`config.mk`:
```
export PLATFORM = sky130hd
export DESIGN_NAME = charset_translate_base64_encoder
export DESIGN_NICKNAME = d
export VERILOG_FILES = /design/src/rtl/b64e_pkg.sv /design/src/rtl/b64e_front.sv /design/src/rtl/b64e_queue.sv /design/src/rtl/b64e_back.sv /design/src/rtl/charset_translate_base64_encoder.sv
export SDC_FILE = /design/constraint.sdc
export NUM_CORES = 1
export LEC_CHECK = 0
export BUFFER_PORTS_ARGS = -buffer_cell sky130_fd_sc_hd__buf_2
export CORE_AREA = 2 2 109 111
export DETAILED_ROUTE_END_ITERATION = 6
export DIE_AREA = 0 0 111 113
export MAX_ROUTING_LAYER = met4
export PLACE_DENSITY_LB_ADDON = 0.25
export REMOVE_ABC_BUFFERS = 1
export SLEW_MARGIN = 20
export SYNTH_ARGS = -nofsm -noshare
export SYNTH_HDL_FRONTEND = slang
export SYNTH_HIERARCHICAL = 1
export SYNTH_SLANG_ARGS = --single-unit
```
`constraint.sdc`:
```
create_clock -name clock -period 3.85 [get_ports clock]
set_clock_uncertainty 0.1 [all_clocks]
set_input_delay 0.385 -clock clock [delete_from_list [all_inputs] [get_ports clock]]
set_output_delay 0.385 -clock clock [all_outputs]
set_load 0.005 [all_outputs]
```
`src/rtl/b64e_pkg.sv`:
```
// Shared types, constants and lookup functions for the charset-translating Base64 encoder.
package b64e_pkg;

   // Depth of the group queue between the front and back parts.
   localparam int unsigned QueueDepth = 2;

   // ASCII code of the padding character '='.
   localparam logic [6:0] PAD_CHAR = 7'd61;

   // Index of the last of the four characters emitted for one group.
   localparam logic [1:0] LAST_CHAR_IDX = 2'd3;

   // One completed or flushed group handed from the front to the back.
   typedef struct packed {
      logic [23:0] bits;   // Oldest byte in the high bits, missing bytes zero.
      logic [1:0]  npad;   // Number of trailing '=' characters, 0 to 2.
      logic        last;   // The group ends the message.
   } group_type;

   // ISO-8859-1 images of legacy codes 128 to 255.
   localparam logic [7:0] UPPER_MAP [0:127] = '{
      8'd199, 8'd252, 8'd233, 8'd226, 8'd228, 8'd224, 8'd229, 8'd231,
      8'd234, 8'd235, 8'd232, 8'd239, 8'd238, 8'd236, 8'd196, 8'd197,
      8'd201, 8'd230, 8'd198, 8'd244, 8'd246, 8'd242, 8'd251, 8'd249,
      8'd255, 8'd214, 8'd220, 8'd162, 8'd163, 8'd165, 8'd223, 8'd102,
      8'd225, 8'd237, 8'd243, 8'd250, 8'd241, 8'd209, 8'd97,  8'd111,
      8'd191, 8'd45,  8'd45,  8'd189, 8'd188, 8'd161, 8'd171, 8'd187,
      8'd227, 8'd245, 8'd216, 8'd248, 8'd111, 8'd79,  8'd192, 8'd195,
      8'd213, 8'd168, 8'd180, 8'd43,  8'd167, 8'd169, 8'd174, 8'd63,
      8'd105, 8'd73,  8'd63,  8'd63,  8'd63,  8'd63,  8'd63,  8'd63,
      8'd63,  8'd63,  8'd63,  8'd63,  8'd63,  8'd63,  8'd63,  8'd63,
      8'd63,  8'd63,  8'd63,  8'd63,  8'd63,  8'd63,  8'd63,  8'd63,
      8'd63,  8'd63,  8'd63,  8'd167, 8'd94,  8'd63,  8'd63,  8'd223,
      8'd63,  8'd182, 8'd63,  8'd63,  8'd181, 8'd63,  8'd63,  8'd63,
      8'd63,  8'd63,  8'd63,  8'd63,  8'd63,  8'd63,  8'd63,  8'd177,
      8'd62,  8'd60,  8'd63,  8'd63,  8'd247, 8'd61,  8'd176, 8'd176,
      8'd46,  8'd63,  8'd63,  8'd178, 8'd179, 8'd175, 8'd63,  8'd63
   };

   // Map a legacy byte to ISO-8859-1; the lower half maps to itself.
   function automatic logic [7:0] translate(input logic [7:0] b);
      logic [7:0] r;
      if (b[7] == 1'b0) begin
         r = b;
      end else begin
         r = UPPER_MAP[b[6:0]];
      end
      return r;
   endfunction

   // Standard Base64 alphabet lookup for one sextet.
   function automatic logic [6:0] sextet_char(input logic [5:0] v);
      logic [6:0] r;
      logic [6:0] v7;
      v7 = {1'b0, v};
      if (v < 6'd26) begin
         r = 7'd65 + v7;
      end else if (v < 6'd52) begin
         r = 7'd97 + v7 - 7'd26;
      end else if (v < 6'd62) begin
         r = 7'd48 + v7 - 7'd52;
      end else if (v == 6'd62) begin
         r = 7'd43;
      end else begin
         r = 7'd47;
      end
      return r;
   endfunction

endpackage

```
`src/rtl/b64e_front.sv`:
```
// Front part: translates incoming bytes and gathers them into groups of three.
module b64e_front (
   input  logic                clock,
   input  logic                reset,
   input  logic                req_tvalid,
   output logic                req_tready,
   input  logic [7:0]          req_tdata,   // [7:0] data_byte
   input  logic                req_tlast,   // is_last
   output logic                push_valid,
   input  logic                push_ready,
   output b64e_pkg::group_type push_entry
);
   import b64e_pkg::*;

   logic [1:0] count_ff, count_in;
   logic [7:0] byte0_ff, byte0_in;
   logic [7:0] byte1_ff, byte1_in;
   logic [7:0] mapped;
   logic       flush;
   logic       accept;

   // A request is taken whenever the queue has room for a possible group.
   assign req_tready = push_ready;
   assign accept     = req_tvalid && push_ready;
   assign mapped     = translate(req_tdata);
   assign flush      = (count_ff == 2'd2) || req_tlast;
   assign push_valid = req_tvalid && flush;

   // Build the group entry from the held bytes and the new one.
   always_comb begin
      push_entry.last = req_tlast;
      case (count_ff)
         2'd0: begin
            push_entry.bits = {mapped, 16'd0};
            push_entry.npad = 2'd2;
         end
         2'd1: begin
            push_entry.bits = {byte0_ff, mapped, 8'd0};
            push_entry.npad = 2'd1;
         end
         2'd2: begin
            push_entry.bits = {byte0_ff, byte1_ff, mapped};
            push_entry.npad = 2'd0;
         end
         default: begin
            push_entry.bits = 24'd0;
            push_entry.npad = 2'd0;
         end
      endcase
   end

   // Hold bytes until a group is complete or the message ends.
   always_comb begin
      count_in = count_ff;
      byte0_in = byte0_ff;
      byte1_in = byte1_ff;
      if (accept) begin
         if (flush) begin
            count_in = 2'd0;
         end else begin
            count_in = count_ff + 2'd1;
            if (count_ff == 2'd0) begin
               byte0_in = mapped;
            end else begin
               byte1_in = mapped;
            end
         end
      end
   end

   always_ff @(posedge clock) begin
      if (reset) begin
         count_ff <= 2'd0;
      end else begin
         count_ff <= count_in;
      end
      byte0_ff <= byte0_in;
      byte1_ff <= byte1_in;
   end

endmodule

```
`src/rtl/b64e_queue.sv`:
```
// Short queue of groups between the front and back parts.
module b64e_queue #(
   parameter int unsigned DEPTH = b64e_pkg::QueueDepth
) (
   input  logic                clock,
   input  logic                reset,
   input  logic                push_valid,
   output logic                push_ready,
   input  b64e_pkg::group_type push_entry,
   output logic                pop_valid,
   input  logic                pop,
   output b64e_pkg::group_type pop_entry
);
   import b64e_pkg::*;

   localparam int unsigned PTR_W = $clog2(DEPTH);
   localparam int unsigned CNT_W = $clog2(DEPTH + 1);

   group_type        mem_ff [DEPTH];
   logic [PTR_W-1:0] wr_ptr_ff, wr_ptr_in;
   logic [PTR_W-1:0] rd_ptr_ff, rd_ptr_in;
   logic [CNT_W-1:0] count_ff, count_in;
   logic             do_push;
   logic             do_pop;

   assign push_ready = (count_ff != CNT_W'(DEPTH));
   assign pop_valid  = (count_ff != '0);
   assign do_push    = push_valid && push_ready;
   assign do_pop     = pop && pop_valid;
   assign pop_entry  = mem_ff[rd_ptr_ff];

   // Pointer and occupancy update with explicit wrap.
   always_comb begin
      wr_ptr_in = wr_ptr_ff;
      rd_ptr_in = rd_ptr_ff;
      count_in  = count_ff;
      if (do_push) begin
         wr_ptr_in = (wr_ptr_ff == PTR_W'(DEPTH - 1)) ? '0 : wr_ptr_ff + 1'b1;
      end
      if (do_pop) begin
         rd_ptr_in = (rd_ptr_ff == PTR_W'(DEPTH - 1)) ? '0 : rd_ptr_ff + 1'b1;
      end
      if (do_push && !do_pop) begin
         count_in = count_ff + 1'b1;
      end else if (do_pop && !do_push) begin
         count_in = count_ff - 1'b1;
      end
   end

   always_ff @(posedge clock) begin
      if (reset) begin
         wr_ptr_ff <= '0;
         rd_ptr_ff <= '0;
         count_ff  <= '0;
      end else begin
         wr_ptr_ff <= wr_ptr_in;
         rd_ptr_ff <= rd_ptr_in;
         count_ff  <= count_in;
      end
   end

   // Entry storage.
   always_ff @(posedge clock) begin
      if (do_push) begin
         mem_ff[wr_ptr_ff] <= push_entry;
      end
   end

endmodule

```
`src/rtl/b64e_back.sv`:
```
// Back part: emits the four characters of each queued group, one per cycle while rsp_tready is high.
module b64e_back (
   input  logic                clock,
   input  logic                reset,
   input  logic                pop_valid,
   output logic                pop,
   input  b64e_pkg::group_type pop_entry,
   output logic                rsp_tvalid,
   input  logic                rsp_tready,
   output logic [7:0]          rsp_tdata,   // [6:0] out_char, [7] zero fill
   output logic                rsp_tlast    // out_last
);
   import b64e_pkg::*;

   logic [1:0] idx_ff, idx_in;
   logic       valid_ff, valid_in;
   logic [6:0] char_ff, char_in;
   logic       last_ff, last_in;
   logic       load;
   logic [5:0] sextet;
   logic       is_pad;

   // The output register takes a new character when it is empty or drained.
   assign load = pop_valid && (!valid_ff || rsp_tready);
   assign pop  = load && (idx_ff == LAST_CHAR_IDX);

   // Pick the sextet of the current character and decide on padding.
   always_comb begin
      case (idx_ff)
         2'd0:    sextet = pop_entry.bits[23:18];
         2'd1:    sextet = pop_entry.bits[17:12];
         2'd2:    sextet = pop_entry.bits[11:6];
         default: sextet = pop_entry.bits[5:0];
      endcase
      is_pad = ({1'b0, idx_ff} + {1'b0, pop_entry.npad}) >= 3'd4;
   end

   // Next value of the output register and character index.
   always_comb begin
      idx_in   = idx_ff;
      valid_in = valid_ff;
      char_in  = char_ff;
      last_in  = last_ff;
      if (load) begin
         idx_in   = idx_ff + 2'd1;
         valid_in = 1'b1;
         char_in  = is_pad ? PAD_CHAR : sextet_char(sextet);
         last_in  = pop_entry.last && (idx_ff == LAST_CHAR_IDX);
      end else if (rsp_tready) begin
         valid_in = 1'b0;
      end
   end

   always_ff @(posedge clock) begin
      if (reset) begin
         idx_ff   <= 2'd0;
         valid_ff <= 1'b0;
      end else begin
         idx_ff   <= idx_in;
         valid_ff <= valid_in;
      end
      char_ff <= char_in;
      last_ff <= last_in;
   end

   assign rsp_tvalid = valid_ff;
   assign rsp_tdata  = {1'b0, char_ff};
   assign rsp_tlast  = last_ff;

endmodule

```
`src/rtl/charset_translate_base64_encoder.sv`:
```
// Top level of the charset-translating Base64 encoder.
// Each request carries one legacy byte, which is mapped to ISO-8859-1 and
// gathered into groups of three; each full group, or a partial group closed
// by tlast, yields four Base64 characters ('=' padded) on the response side,
// with rsp_tlast on the last character of the message. A request is taken
// in any cycle the group queue has room, so bytes enter back to back; the
// back part sends one character per cycle while rsp_tready is high, so the
// output sets the sustained rate, as every three bytes become four characters.
// The first character of a group is held in the queue and then in the output
// register after the byte that closes it.
module charset_translate_base64_encoder #(
   parameter int unsigned QUEUE_DEPTH = b64e_pkg::QueueDepth
) (
   input  logic       clock,
   input  logic       reset,
   input  logic       req_tvalid,
   output logic       req_tready,
   input  logic [7:0] req_tdata,    // [7:0] data_byte
   input  logic       req_tlast,    // is_last
   output logic       rsp_tvalid,
   input  logic       rsp_tready,
   output logic [7:0] rsp_tdata,    // [6:0] out_char, [7] zero fill
   output logic       rsp_tlast     // out_last
);
   import b64e_pkg::*;

   logic      push_valid;
   logic      push_ready;
   group_type push_entry;
   logic      pop_valid;
   logic      pop;
   group_type pop_entry;

   b64e_front u_front (
      .clock      (clock),
      .reset      (reset),
      .req_tvalid (req_tvalid),
      .req_tready (req_tready),
      .req_tdata  (req_tdata),
      .req_tlast  (req_tlast),
      .push_valid (push_valid),
      .push_ready (push_ready),
      .push_entry (push_entry)
   );

   b64e_queue #(
      .DEPTH (QUEUE_DEPTH)
   ) u_queue (
      .clock      (clock),
      .reset      (reset),
      .push_valid (push_valid),
      .push_ready (push_ready),
      .push_entry (push_entry),
      .pop_valid  (pop_valid),
      .pop        (pop),
      .pop_entry  (pop_entry)
   );

   b64e_back u_back (
      .clock      (clock),
      .reset      (reset),
      .pop_valid  (pop_valid),
      .pop        (pop),
      .pop_entry  (pop_entry),
      .rsp_tvalid (rsp_tvalid),
      .rsp_tready (rsp_tready),
      .rsp_tdata  (rsp_tdata),
      .rsp_tlast  (rsp_tlast)
   );

   // A request that ends the message always closes a group.
   a_last_flushes: assert property (@(posedge clock) disable iff (reset)
      (req_tvalid && req_tready && req_tlast) |-> push_valid)
      else $error("last request did not close a group");

   // A pad that does not end the message is followed at once by another pad.
   a_pad_pair: assert property (@(posedge clock) disable iff (reset)
      (rsp_tvalid && rsp_tready && rsp_tdata[6:0] == PAD_CHAR && !rsp_tlast)
      |=> (rsp_tvalid && rsp_tdata[6:0] == PAD_CHAR))
      else $error("padding sequence broken");

   // A group pushed into an empty queue is visible to the back part next cycle.
   a_queue_fill: assert property (@(posedge clock) disable iff (reset)
      (push_valid && push_ready && !pop_valid) |=> pop_valid)
      else $error("queued group lost");

   // The last character of a message only ever leaves with a valid response.
   a_last_valid: assert property (@(posedge clock) disable iff (reset)
      (pop && pop_entry.last) |=> (rsp_tvalid && rsp_tlast))
      else $error("message end not marked");

endmodule
```
# After elaboration in Yosys (flattened, before gate mapping)

Memories as Yosys holds them, arrays and structs flattened. A register that Yosys moved wholly into a read port is not among the register bits.
Index checks and enable logic that the tools add are counted.

Bits in registers: 33
Bits in latches: 0
RAM bits: 54
Bits in read-only memories: 1024
Input bits: 13
Output and inout bits: 11
Word-level logic and storage cells: 80
Memories: 2

Memory list:

| memory           | depth | width | rd ports | clocked after memory_dff | wr ports | line             | source |
|---|---|---|---|---|---|---|---|
| (name not given) | 128   | 8     | 1        | 0                        | 0        | b64e_pkg.sv:46   | `r = UPPER_MAP[b[6:0]];` |
| u_queue.mem_ff   | 2     | 27    | 1        | 1                        | 1        | b64e_queue.sv:19 | `group_type mem_ff [DEPTH];` |

$add $sub $neg: 12
Multipliers: 0
Divide/modulo/power cells: 0
$lt $le $gt $ge: 5
Equal/unequal tests: 7
Shift operators: 0
Multiplexer cells: 20
Bitwise gates (word level): 3
Reduce and logical (&&, ||, !) cells: 21

Operator list:

| kind                                                                         | count |
|---|---|
| 26-bit one-hot mux with 3 select lines                                       | 1 |
| 8-bit two-way mux                                                            | 3 |
| 7-bit two-way mux                                                            | 3 |
| 6-bit one-hot mux with 3 select lines                                        | 1 |
| 7-bit by 6-bit adder with 7-bit output, first input constant                 | 2 |
| 6-bit less-than comparator, second input constant                            | 2 |
| 1-bit logical AND                                                            | 9 |
| 8-bit greater-or-equal comparator, second input constant                     | 1 |
| 1-bit two-way mux                                                            | 8 |
| 7-bit inverter with 8-bit output                                             | 1 |
| 6-bit by 6-bit adder with 7-bit output, first input constant                 | 1 |
| 7-bit by 5-bit subtractor with 7-bit output, second input constant           | 1 |
| 7-bit by 6-bit subtractor with 7-bit output, second input constant           | 1 |
| 2-bit by 1-bit adder with 2-bit output, second input constant                | 3 |
| 2-bit == test, second input constant                                         | 3 |
| 6-bit == test, second input constant                                         | 1 |
| 6-bit by 5-bit less-than comparator with 1-bit output, second input constant | 1 |
| 2-bit two-way mux                                                            | 3 |
| 3-bit AND reduction                                                          | 2 |
| 2-bit nonzero test                                                           | 3 |
| 2-bit by 1-bit == test with 1-bit output, second input constant              | 2 |
| 2-bit logical NOT                                                            | 2 |
| 2-bit by 2-bit adder with 3-bit output                                       | 1 |
| 3-bit greater-or-equal comparator, second input constant                     | 1 |
| other kinds (7)                                                              | 12 |

# Logic depth before layout (Yosys ltp)

Word-level depth: 8
Mapped depth: 13
Mapped depth without buffers: 12

# Hierarchy

Netlist, hierarchy kept.

By module, submodules not included:

| module     | instances | cells each | area each (um^2) | sequential area each (um^2) |
|---|---|---|---|---|
| b64e_front | 1         | 296        | 2402.3           | 520.5 |
| b64e_queue | 1         | 108        | 2168.3           | 1721.7 |
| b64e_back  | 1         | 116        | 1058.5           | 300.3 |

# Worst setup path after synthesis

OpenSTA, ideal clock, no wires.

Path kind: register to register
Start: reg (tool-made name)
End: reg u_back.char_ff[2] (data pin)
Setup time: 142 ps
Arrival time: 2632 ps
Data required time: 3608 ps
Setup slack: 977 ps
Stages on the path, launching flop included: 13
Path buffers: 3
Period minus slack after synthesis: 2873 ps
Cells stage by stage: dfxtp_1 > buf_2 > buf_4 > mux2_2 > a222oi_1 > mux2_2 > inv_2 > ha_1 > buf_2 > a31oi_4 > o21ai_4 > mux2_4 > o21ai_2

RTL lines:

| what                 | line            | source |
|---|---|---|
| to (signal assigned) | b64e_back.sv:62 | `char_ff <= char_in;` |
| to (decl)            | b64e_back.sv:17 | `logic [6:0] char_ff, char_in;` |

==> flow_summary.json <==
{
  "hp-class": "input port to register",
  "grt_max_degree": 45,
  "period_needed_ns": 3.12,
  "overflow": 0,
  "min_path_cells": 1,
  "seq_area_sq_um": 2540,
  "chipHeight_um": 113,
  "syn_inst": 520,
  "synth_edf_count": 78,
  "synth_cell_types": 83,
  "crit_type": "register to register",
  "antenna_found_initial": 0,
  "wirelength_um": 13300,
  "start_util_pct": 49.9,
  "drtAntennaViolNets": 0,
  "p_leak_nw": 2.22,
  "die_w_um": 111,
  "gp_congestion": 0.964,
  "fin_cells": 676,
  "worst_pin_slew_ns": 0.767,
  "ys.flop_type": "edfxtp_1",
  "cpMaxStageDelayCell": "a222oi_1",
  "period_share_pct": 81.0,
  "setup_tns_ns": 0,
  "core_sq_um": 11300,
  "pre_cts_slack_ns": 0.760,
  "final_common_cell": "edfxtp_1",
  "avgSynthCellArea_sq_um": 10.8,
  "nFillCells": 983,
  "multi_input_area_sq_um": 2780,
  "row_count": 39,
  "drcViolationCount": 0,
  "worstPathMaxFanout": 16,
  "status": "finished, final reports clean",
  "grt_usage_pct": 22.1,
  "worstSetupStartpointType": "register",
  "cts-resized-gates": 0,
  "cp.required_ns": 3.82,
  "worstPathCellList": "buf_4, mux2_2, a222oi_1, mux2_2, inv_2, ha_1, a31oi_4, o211ai_1, a21oi_1, o21ai_2",
  "antenna_cells": 0,
  "holdBufCountCts": 0,
  "cts_tree": "done",
  "die-area_sq_um": 12500,
  "cts_buffer_depth": 2,
  "viasPerCell": 6.44,
  "peakVddDrop_uv": 300,
  "ys_ff_latch": 88,
  "rsz0062_at_grt": "no",
  "fin_ws_ns": 0.731,
  "final_cell_mix": "78 x edfxtp_1, 36 x nor2_1, 31 x nand2_1",
  "cp_data_arrival_time_ns": 3.09,
  "dp.cells": 660,
  "first_pass_iters": 5,
  "num_io_pins": 24,
  "maxCapViolCount": 0,
  "grt_pass1_vias": 4028,
  "cpMostUsedCell": "mux2_2",
  "root_buffer": "clkbuf_16",
  "max_stage_delay_ns": 0.41,
  "wire_per_inst_um": 19.6,
  "grt_pass1_wl_um": 21400,
  "area_growth_pct": 7.58,
  "path_clk_slew_ns": 0.07,
  "async_flop_share_pct": 0,
  "num_vias": 4351,
  "dp_hpwl_um": 9310,
  "slew_viol_final": 0,
  "slew_headroom_pct": 48.7,
  "hold_violations": 0,
  "clock.fmax_mhz": 321,
  "crit_path_end_kind": "register",
  "whs_ns": 0.189,
  "netlist_area_sq_um": 5630,
  "setup_viol": 0,
  "layout.nets": 566,
  "fin_util_pct": 53.7,
  "yosysWarningCount": 6,
  "insertion_delay_ns": 0.34,
  "cts_setup_buffers": 0,
  "ff2ff_path_depth": 10,
  "drive_above_1_share_pct": 18.9,
  "drtIter0Drc": 460,
  "cts_max_level": 3,
  "numPortBuffers": 22,
  "p_per_area_nw_per_um2": 430,
  "cts_buffers": 9,
  "numClockSinks": 88,
  "yosysSeqAreaShare_pct": 45.2
}
registers in the layout, indices dropped and copies added, names as in the netlist, named ones only:
register,cells
u_front/byte1_ff,8
u_back/rsp_tvalid,1
u_back/idx_ff,2
u_queue/rd_ptr_ff,1
u_front/byte0_ff,8
u_queue/wr_ptr_ff,1
u_back/rsp_tlast,1
u_front/count_ff,2
u_back/char_ff,7
u_queue/mem_ff,54
u_queue/count_ff,2
worst paths after layout:
kind,slack [ns],to,start
hold reg to reg,0.41,u_back/rsp_tvalid$_SDFFE_PP0P_,u_back/rsp_tvalid$_SDFFE_PP0P_
setup / recovery,0.73,u_back/char_ff[2]$_SDFFCE_PP1P_,register
hold / removal,0.19,u_queue/mem_ff[1][0]$_DFFE_PP_,req_tlast
setup reg to reg,0.73,u_back/char_ff[2]$_SDFFCE_PP1P_,register
cell usage after synthesis (4+ instances only):
cell	instances	share of area, %
clkbuf_1	6	0.40
o2111ai_1	6	0.93
nand2b_1	21	2.3
ha_1	25	5.6
o21a_1	5	0.67
mux2_2	30	6.0
nor3b_1	4	0.53
o21ai_0	21	1.9
mux2i_1	7	1.2
inv_1	22	1.5
and3_1	4	0.44
nor2_1	36	2.4
a211oi_1	8	1.1
nor2b_1	14	1.6
nor3_1	4	0.36
nand2_1	31	2.1
a22o_1	7	1.1
and2_1	9	1.0
a21o_1	5	0.67
o31ai_1	4	0.53
buf_4	8	1.1
nand4b_1	4	0.62
edfxtp_1	78	42
buf_2	16	1.4
a31oi_1	6	0.67
buf_6	4	0.80
xor2_1	4	0.62
a222oi_1	6	1.1
dfxtp_1	10	3.6
a22oi_1	4	0.53
o211ai_1	9	1.2
nand3_1	8	0.71
a21oi_1	16	1.4
a211o_1	5	0.78
worst max-delay path: cells and delay by family (launching register included):
| kind | cells | cell delay (ns) |
|---|---|---|
| compound gates | 5 | 1.03 |
| mux | 2 | 0.71 |
| buf+inv | 2 | 0.34 |
| flops | 1 | 0.33 |
| fa+ha+maj | 1 | 0.32 |
cells by family (layout without fill, tap and decap cells):
family,Yosys count,in the layout,synth area share [%]
xor+xnor,6,6,0.934
compound gates,147,147,20.3
buf+inv,60,73,5.47
simple gates,153,153,14.3
other cells,1,1,0.0666
flops,88,88,45.2
mux,40,40,8.18
fa+ha+maj,25,25,5.56
layout make-up:
class	count	share of cell area, %
flip-flops and latches	88	42.0
inverters	25	1.59
repair buffers	32	3.06
clock inverters	4	0.455
clock buffers	12	4.07
multi-input cells	372	45.9
well taps	143	2.95
metrics by stage:
| stage | area (sq um) | power [mW] |
|---|---|---|
| 3_5_place_dp | 5780 | 1.81 |
| 2_1_floorplan | 5420 | 1.62 |
| 6_report | 6060 | 2.60 |
| 3_3_place_gp | 5780 | 1.79 |
| 5_1_grt | 6060 | 2.73 |
| 4_1_cts | 6060 | 2.61 |
report_power, final:
group	internal, mW	switching (mW)
Clock	0.457	0.343
Combinational	0.255	0.400
Sequential	1.13	0.0212
Total	1.84	0.764
layer usage:
metal / part of all wire, % / up-vias / global-route usage, %
met4: 2.2 / 0 / 6.00
met3: 7.8 / 30 / 5.14
met5: 0 / - / -
met1: 43 / 2113 / 29.4
li1: - / 1995 / -
met2: 47 / 213 / 34.4
Note: power is estimated with default switching activity, not from simulation.
